--- src/design/azel_pkg.sv ---
`timescale 1ns / 1ps

package azel_pkg;

    localparam int unsigned NUM_ZONES = 4;
    localparam int unsigned MSG_LEN   = 18;
    localparam int unsigned IDX_W     = $clog2(MSG_LEN);

    localparam logic [2:0] REG_TONE_ONE   = 3'd0;
    localparam logic [2:0] REG_TONE_TWO   = 3'd1;
    localparam logic [2:0] REG_TONE_THREE = 3'd2;
    localparam logic [2:0] REG_TONE_FOUR  = 3'd3;
    localparam logic [2:0] REG_ALARM_SECS = 3'd4;

    localparam logic REQ_TICK   = 1'b0;
    localparam logic REQ_SAMPLE = 1'b1;

    localparam logic [IDX_W-1:0] LAST_IDX = IDX_W'(MSG_LEN - 1);

    typedef struct packed {
        logic       req_type;
        logic [3:0] zones;
    } t_in_item;

    typedef struct packed {
        logic       char_valid;
        logic [7:0] char_code;
        logic       last;
        logic [7:0] buzzer_period;
    } t_out_item;

    typedef struct packed {
        logic [1:0] hour_tens;
        logic [3:0] hour_units;
        logic [2:0] minute_tens;
        logic [3:0] minute_units;
        logic [2:0] second_tens;
        logic [3:0] second_units;
    } t_time;

    typedef struct packed {
        logic       is_msg;
        logic [1:0] zone;
        t_time      stamp;
        logic [7:0] tone;
    } t_job;

endpackage

--- src/design/alarm_zone_event_logger.sv ---
`timescale 1ns / 1ps

// channel   direction  handshake                 payload
// in        input      i_in_valid / o_in_ready   i_in_data  (t_in_item)
// out       output     o_out_valid / i_out_ready o_out_data (t_out_item)
// cfg       input      i_cfg_we                  i_cfg_idx, i_cfg_data
//
// state is updated in the cycle an item is accepted; results leave from the
// message register one per cycle while the output is ready
// a tick or a sample with no alarm gives one result, an alarm 18, so the
// input takes one item per cycle while the output is ready, none mid-message
// a stalled output holds the message register and the input waits behind it
// synchronous active-low reset restores the time, zones, buzzer and registers

module alarm_zone_event_logger
    import azel_pkg::*;
(
    input  logic       i_clk,
    input  logic       i_rst_n,
    input  logic       i_in_valid,
    output logic       o_in_ready,
    input  t_in_item   i_in_data,
    output logic       o_out_valid,
    input  logic       i_out_ready,
    output t_out_item  o_out_data,
    input  logic       i_cfg_we,
    input  logic [2:0] i_cfg_idx,
    input  logic [7:0] i_cfg_data
);

    logic accept;
    logic free;
    t_job job;

    assign o_in_ready = free;
    assign accept     = i_in_valid && free;

    azel_core u_core (
        .i_clk      (i_clk),
        .i_rst_n    (i_rst_n),
        .i_cfg_we   (i_cfg_we),
        .i_cfg_idx  (i_cfg_idx),
        .i_cfg_data (i_cfg_data),
        .i_accept   (accept),
        .i_item     (i_in_data),
        .o_job      (job)
    );

    azel_msg u_msg (
        .i_clk       (i_clk),
        .i_rst_n     (i_rst_n),
        .i_load      (accept),
        .i_job       (job),
        .o_free      (free),
        .o_out_valid (o_out_valid),
        .i_out_ready (i_out_ready),
        .o_out_data  (o_out_data)
    );

endmodule

--- src/design/azel_core.sv ---
`timescale 1ns / 1ps

module azel_core
    import azel_pkg::*;
(
    input  logic       i_clk,
    input  logic       i_rst_n,
    input  logic       i_cfg_we,
    input  logic [2:0] i_cfg_idx,
    input  logic [7:0] i_cfg_data,
    input  logic       i_accept,
    input  t_in_item   i_item,
    output t_job       o_job
);

    logic [7:0] r_tone_zone [NUM_ZONES];
    logic [3:0] r_alarm_seconds;

    t_time      r_time,        n_time;
    logic [3:0] r_reported,    n_reported;
    logic [4:0] r_buzz_left,   n_buzz_left;
    logic [7:0] r_active_tone, n_active_tone;

    t_time      adv;
    logic [3:0] armed;
    logic [3:0] fresh;
    logic [1:0] zone;

    always_comb begin
        adv = r_time;
        if (r_time.second_units < 4'd9) begin
            adv.second_units = r_time.second_units + 4'd1;
        end else begin
            adv.second_units = '0;
            if (r_time.second_tens < 3'd5) begin
                adv.second_tens = r_time.second_tens + 3'd1;
            end else begin
                adv.second_tens = '0;
                if (r_time.minute_units < 4'd9) begin
                    adv.minute_units = r_time.minute_units + 4'd1;
                end else begin
                    adv.minute_units = '0;
                    if (r_time.minute_tens < 3'd5) begin
                        adv.minute_tens = r_time.minute_tens + 3'd1;
                    end else begin
                        adv.minute_tens = '0;
                        if (r_time.hour_tens >= 2'd2 && r_time.hour_units >= 4'd3) begin
                            adv.hour_tens  = '0;
                            adv.hour_units = '0;
                        end else if (r_time.hour_units < 4'd9) begin
                            adv.hour_units = r_time.hour_units + 4'd1;
                        end else begin
                            adv.hour_units = '0;
                            adv.hour_tens  = r_time.hour_tens + 2'd1;
                        end
                    end
                end
            end
        end
    end

    assign armed = r_reported & i_item.zones;
    assign fresh = i_item.zones & ~armed;

    always_comb begin
        priority if (fresh[0]) begin
            zone = 2'd0;
        end else if (fresh[1]) begin
            zone = 2'd1;
        end else if (fresh[2]) begin
            zone = 2'd2;
        end else begin
            zone = 2'd3;
        end
    end

    always_comb begin
        n_time        = r_time;
        n_reported    = r_reported;
        n_buzz_left   = r_buzz_left;
        n_active_tone = r_active_tone;
        o_job.is_msg  = 1'b0;
        o_job.zone    = zone;
        o_job.stamp   = r_time;
        if (i_item.req_type == REQ_TICK) begin
            n_time = adv;
            if (r_buzz_left != '0) begin
                n_buzz_left = r_buzz_left - 5'd1;
                if (r_buzz_left == 5'd1) begin
                    n_active_tone = '0;
                end
            end
        end else if (r_buzz_left == '0) begin
            n_reported = armed;
            if (fresh != '0) begin
                n_reported    = armed | (4'd1 << zone);
                n_active_tone = r_tone_zone[zone];
                n_buzz_left   = {1'b0, r_alarm_seconds} + 5'd1;
                o_job.is_msg  = 1'b1;
            end
        end
        o_job.tone = n_active_tone;
    end

    always_ff @(posedge i_clk) begin
        if (!i_rst_n) begin
            r_tone_zone[0]  <= 8'd100;
            r_tone_zone[1]  <= 8'd120;
            r_tone_zone[2]  <= 8'd140;
            r_tone_zone[3]  <= 8'd160;
            r_alarm_seconds <= 4'd3;
        end else if (i_cfg_we) begin
            if (i_cfg_idx == REG_TONE_ONE) begin
                r_tone_zone[0] <= i_cfg_data;
            end
            if (i_cfg_idx == REG_TONE_TWO) begin
                r_tone_zone[1] <= i_cfg_data;
            end
            if (i_cfg_idx == REG_TONE_THREE) begin
                r_tone_zone[2] <= i_cfg_data;
            end
            if (i_cfg_idx == REG_TONE_FOUR) begin
                r_tone_zone[3] <= i_cfg_data;
            end
            if (i_cfg_idx == REG_ALARM_SECS) begin
                r_alarm_seconds <= i_cfg_data[3:0];
            end
        end
    end

    always_ff @(posedge i_clk) begin
        if (!i_rst_n) begin
            r_time        <= '0;
            r_reported    <= '0;
            r_buzz_left   <= '0;
            r_active_tone <= '0;
        end else if (i_accept) begin
            r_time        <= n_time;
            r_reported    <= n_reported;
            r_buzz_left   <= n_buzz_left;
            r_active_tone <= n_active_tone;
        end
    end

endmodule

--- src/design/azel_msg.sv ---
`timescale 1ns / 1ps

module azel_msg
    import azel_pkg::*;
(
    input  logic      i_clk,
    input  logic      i_rst_n,
    input  logic      i_load,
    input  t_job      i_job,
    output logic      o_free,
    output logic      o_out_valid,
    input  logic      i_out_ready,
    output t_out_item o_out_data
);

    logic             r_busy, n_busy;
    logic [IDX_W-1:0] r_idx,  n_idx;
    t_job             r_job;

    logic       done;
    logic       step;
    logic [7:0] code;

    assign step   = r_busy && i_out_ready;
    assign done   = step && (!r_job.is_msg || r_idx == LAST_IDX);
    assign o_free = !r_busy || done;

    always_comb begin
        n_busy = r_busy;
        n_idx  = r_idx;
        if (i_load) begin
            n_busy = 1'b1;
            n_idx  = '0;
        end else if (done) begin
            n_busy = 1'b0;
        end else if (step) begin
            n_idx = r_idx + 1'b1;
        end
    end

    always_ff @(posedge i_clk) begin
        if (!i_rst_n) begin
            r_busy <= 1'b0;
            r_idx  <= '0;
        end else begin
            r_busy <= n_busy;
            r_idx  <= n_idx;
        end
    end

    always_ff @(posedge i_clk) begin
        if (i_load) begin
            r_job <= i_job;
        end
    end

    // message characters
    always_comb begin
        unique case (r_idx)
            5'd0:    code = "z";
            5'd1:    code = "o";
            5'd2:    code = "n";
            5'd3:    code = "a";
            5'd4:    code = ":";
            5'd5:    code = 8'h31 + {6'd0, r_job.zone};
            5'd6:    code = "_";
            5'd7:    code = "(";
            5'd8:    code = 8'h30 + {6'd0, r_job.stamp.hour_tens};
            5'd9:    code = 8'h30 + {4'd0, r_job.stamp.hour_units};
            5'd10:   code = ":";
            5'd11:   code = 8'h30 + {5'd0, r_job.stamp.minute_tens};
            5'd12:   code = 8'h30 + {4'd0, r_job.stamp.minute_units};
            5'd13:   code = ":";
            5'd14:   code = 8'h30 + {5'd0, r_job.stamp.second_tens};
            5'd15:   code = 8'h30 + {4'd0, r_job.stamp.second_units};
            5'd16:   code = ")";
            5'd17:   code = 8'h0a;
            default: code = '0;
        endcase
    end

    assign o_out_valid              = r_busy;
    assign o_out_data.char_valid    = r_job.is_msg;
    assign o_out_data.char_code     = r_job.is_msg ? code : 8'd0;
    assign o_out_data.last          = !r_job.is_msg || r_idx == LAST_IDX;
    assign o_out_data.buzzer_period = r_job.tone;

endmodule

--- config.mk ---
export PLATFORM = sky130hd
export DESIGN_NAME = alarm_zone_event_logger
export DESIGN_NICKNAME = d
export VERILOG_FILES = /design/src/design/azel_pkg.sv /design/src/design/alarm_zone_event_logger.sv /design/src/design/azel_core.sv /design/src/design/azel_msg.sv
export SDC_FILE = /design/constraint.sdc
export NUM_CORES = 1
export LEC_CHECK = 0
export BUFFER_PORTS_ARGS = -buffer_cell sky130_fd_sc_hd__buf_4
export CORE_MARGIN = 4
export CORE_UTILIZATION = 40
export DETAILED_ROUTE_END_ITERATION = 10
export MAX_ROUTING_LAYER = met4
export PLACE_DENSITY = 0.58
export RECOVER_POWER = 100
export SLEW_MARGIN = 0
export SYNTH_ARGS = -nofsm -noshare
export SYNTH_HDL_FRONTEND = slang
export SYNTH_HIERARCHICAL = 1
export SYNTH_SLANG_ARGS = --single-unit
--- constraint.sdc ---
create_clock -name i_clk -period 3.1 [get_ports i_clk]
set_input_delay 0.465 -clock i_clk [delete_from_list [all_inputs] [get_ports i_clk]]
set_output_delay 0.465 -clock i_clk [all_outputs]
set_load 0.02 [all_outputs]
==> results_dict.tcl <==
set metrics [dict create \
    grtUsageTotal_pct 15.7 \
    min_period_ps 2940 \
    die-width_microns 125 \
    r2r_cells 12 \
    cts-buffers-inserted 9 \
    syn2layout_area_growth_pct 11.7 \
    wirelength_microns 11700 \
    drt_iter0_markers 239 \
    yosysUniqueCellTypes 73 \
    dieArea_sq_um 15600 \
    cts-root-buf "clkbuf_16" \
    finalInstanceArea_sq_um 6110 \
    ir_drop_v 0.000261 \
    drive_gt1_share_pct 14.3 \
    endpoint_kind "output port" \
    detail-route-antenna-nets 0 \
    synthArstFlopShare_pct 0 \
    hpwl_microns 8760 \
    vias 3862 \
    core_area_sq_um 13300 \
    max_freq_mhz 340 \
    hp-class "primary input to flop" \
    postCtsSetupBuffers 0 \
    criticalPathCategory "flop to output port" \
    io_buffer_count 39 \
    synth_area_leader_cell "edfxtp_1" \
    cap_violations 0 \
    worstSetupStartpointType "flop" \
    synthTopCellsByArea "edfxtp_1, dfxtp_1, ha_1" \
    path_max_fanout 7 \
    synthesis.nets 543 \
    clk_pin_slew_ps 70 \
    gp_congestion 0.874 \
    power_mw 3.24 \
    finalSetupViolCount 0 \
    synth_area_sq_um 5470 \
    required_ps 2630 \
    pin_count 41 \
    worstMarginPinSlew_ps 1300 \
    holdPathStages 3 \
    antenna_found_initial 0 \
    ys_seq_area_share_pct 51.8 \
    fin_skew_ps 9.27 \
    synth_warnings 6 \
    crit_arrival_ps 2480 \
    slew_viol_final 0 \
    yosysTopAreaCellShare_pct 34.6 \
    clock_path_buffers 2 \
    relSlewSlack_pct 13.6 \
    start_util_pct 41.1 \
    cts.htree.levels 3 \
    final_common_cell "edfxtp_1" \
    post-place-ws_ps 279 \
    grt_pass1_vias 3842 \
    grt_setup_unrepaired "false" \
    hold_viol 0 \
    placed_cell_area_sq_um 5930 \
    synth_edf_count 63 \
    placementRows 42 \
    die-height_microns 125 \
    cts_tree "built" \
    avgRoutedWirePerCell_microns 16.2 \
    grt_pass1_wl_microns 19500 \
    drcViolationCount 0 \
    powerDensity_nw_per_um2 531 \
    synth_ff_type "edfxtp_1" \
    syn-instance-count 504 \
    insertion_delay_ps 340 \
    period_share_pct 94.9 \
    nNetsFinal 579 \
    fin_ws_ps 159 \
    grt_max_degree 28 \
    clock_sinks 110 \
    gr-total-overflow 0 \
    avgSynthCellArea_sq_um 10.9 \
    final_cell_mix "edfxtp_1, dfxtp_1, nor2_1" \
    vias_per_cell 5.36 \
    drt-pass1-iter-count 4 \
    ys_ff_latch 110 \
    antenna_cells 0 \
    tns_ps 0 \
    p_leak_nw 2.16 \
    status "finished, final reports clean" \
]
[kinds of logic (layout without fill, tap and decap cells)]
logic type | count (synthesis) | count (layout) | share of synthesized area, %
AND/OR/NAND/NOR | 176 | 176 | 18.3
adder cells (fa/ha/maj) | 18 | 18 | 4.12
buffers and inverters | 53 | 94 | 4.90
multiplexers | 9 | 9 | 1.69
flip-flops | 110 | 110 | 51.8
AO/OA/AOI/OAI | 128 | 128 | 17.7
other | 1 | 1 | 0.0686
XOR/XNOR | 9 | 9 | 1.44
[synth_stat cells, types with 5 or more instances]
master,count
a21oi_1,26
a22o_1,16
a22oi_1,15
a31oi_1,7
and2_1,23
buf_2,7
buf_4,12
clkbuf_1,8
dfxtp_1,47
edfxtp_1,63
ha_1,18
inv_1,20
mux2i_1,7
nand2_1,33
nand2b_1,13
nand3_1,7
nor2_1,43
nor2b_1,6
nor3_1,8
o21ai_0,16
o221a_2,5
o31ai_1,6
or3_1,14
xnor2_1,5
[registers in the layout, indices dropped and copies added, names as in the netlist]
register	cells
u_core/r_tone_zone	32
u_msg/r_job	22
u_core/o_job	20
u_msg/o_out_data	9
u_core/r_active_tone	8
u_core/r_buzz_left	5
u_msg/r_idx	5
u_core/r_alarm_seconds	4
u_core/r_reported	4
u_msg/o_out_valid	1
[through the flow]
| stage | util (%) | std cells | hold slack [ps] |
|---|---|---|---|
| after CTS | 46.7 | 721 | 361 |
| after floorplan | - | 504 | 424 |
| after global routing | 46.0 | 721 | 392 |
| after global placement | 44.6 | 705 | 453 |
| final | 46.0 | 721 | 370 |
| after detailed placement | 44.6 | 705 | 468 |
[worst paths after layout]
| check | startpoint | end | slack [ps] |
|---|---|---|---|
| setup / recovery | u_msg/r_idx[0] | o_out_data[9] | 160 |
| hold / removal | i_in_data[0] | u_core/r_reported[0] | 370 |
| setup reg to reg | u_msg/r_idx[0] | u_core/o_job[19] | 320 |
| hold reg to reg | u_core/o_job[18] | u_core/o_job[18] | 480 |
[layer usage]
layer | track usage (%) | routed length, microns
met5 | - | 0
met3 | 2.47 | 418
met2 | 26.0 | 5610
met1 | 19.8 | 5500
met4 | 4.97 | 183
[final cells by class]
type	count	area, sq um
Sequential cell	110	2830
Clock buffer	10	229
Tap cell	176	220
Multi-Input combinational cell	341	2370
Timing Repair Buffer	56	332
Clock inverter	6	46.3
Inverter	22	82.6
Fill cell	1270	7190
[critical path, cell delays in order (launching register included)]
cell	delay, ps
dfxtp_1	360
ha_2	250
and3_1	190
ha_1	260
a31oi_4	190
o311ai_4	150
o41ai_4	450
a31oi_1	90
clkbuf_2	180
[report_power, final]
group / leakage, nW / internal [mW] / switching [mW]
combinational: 1.02 / 0.174 / 0.302
sequential: 1.01 / 1.65 / 0.0482
clock: 0.136 / 0.553 / 0.519
[repair_timing]
| item | in CTS | in global routing |
|---|---|---|
| setup endpoints to repair | 2 | 2 |
| hold buffers | 0 | 0 |
| gates resized for setup | 0 | 4 |
| pin swaps | 1 | 2 |
No activity file was read; power rests on OpenSTA's default activity.
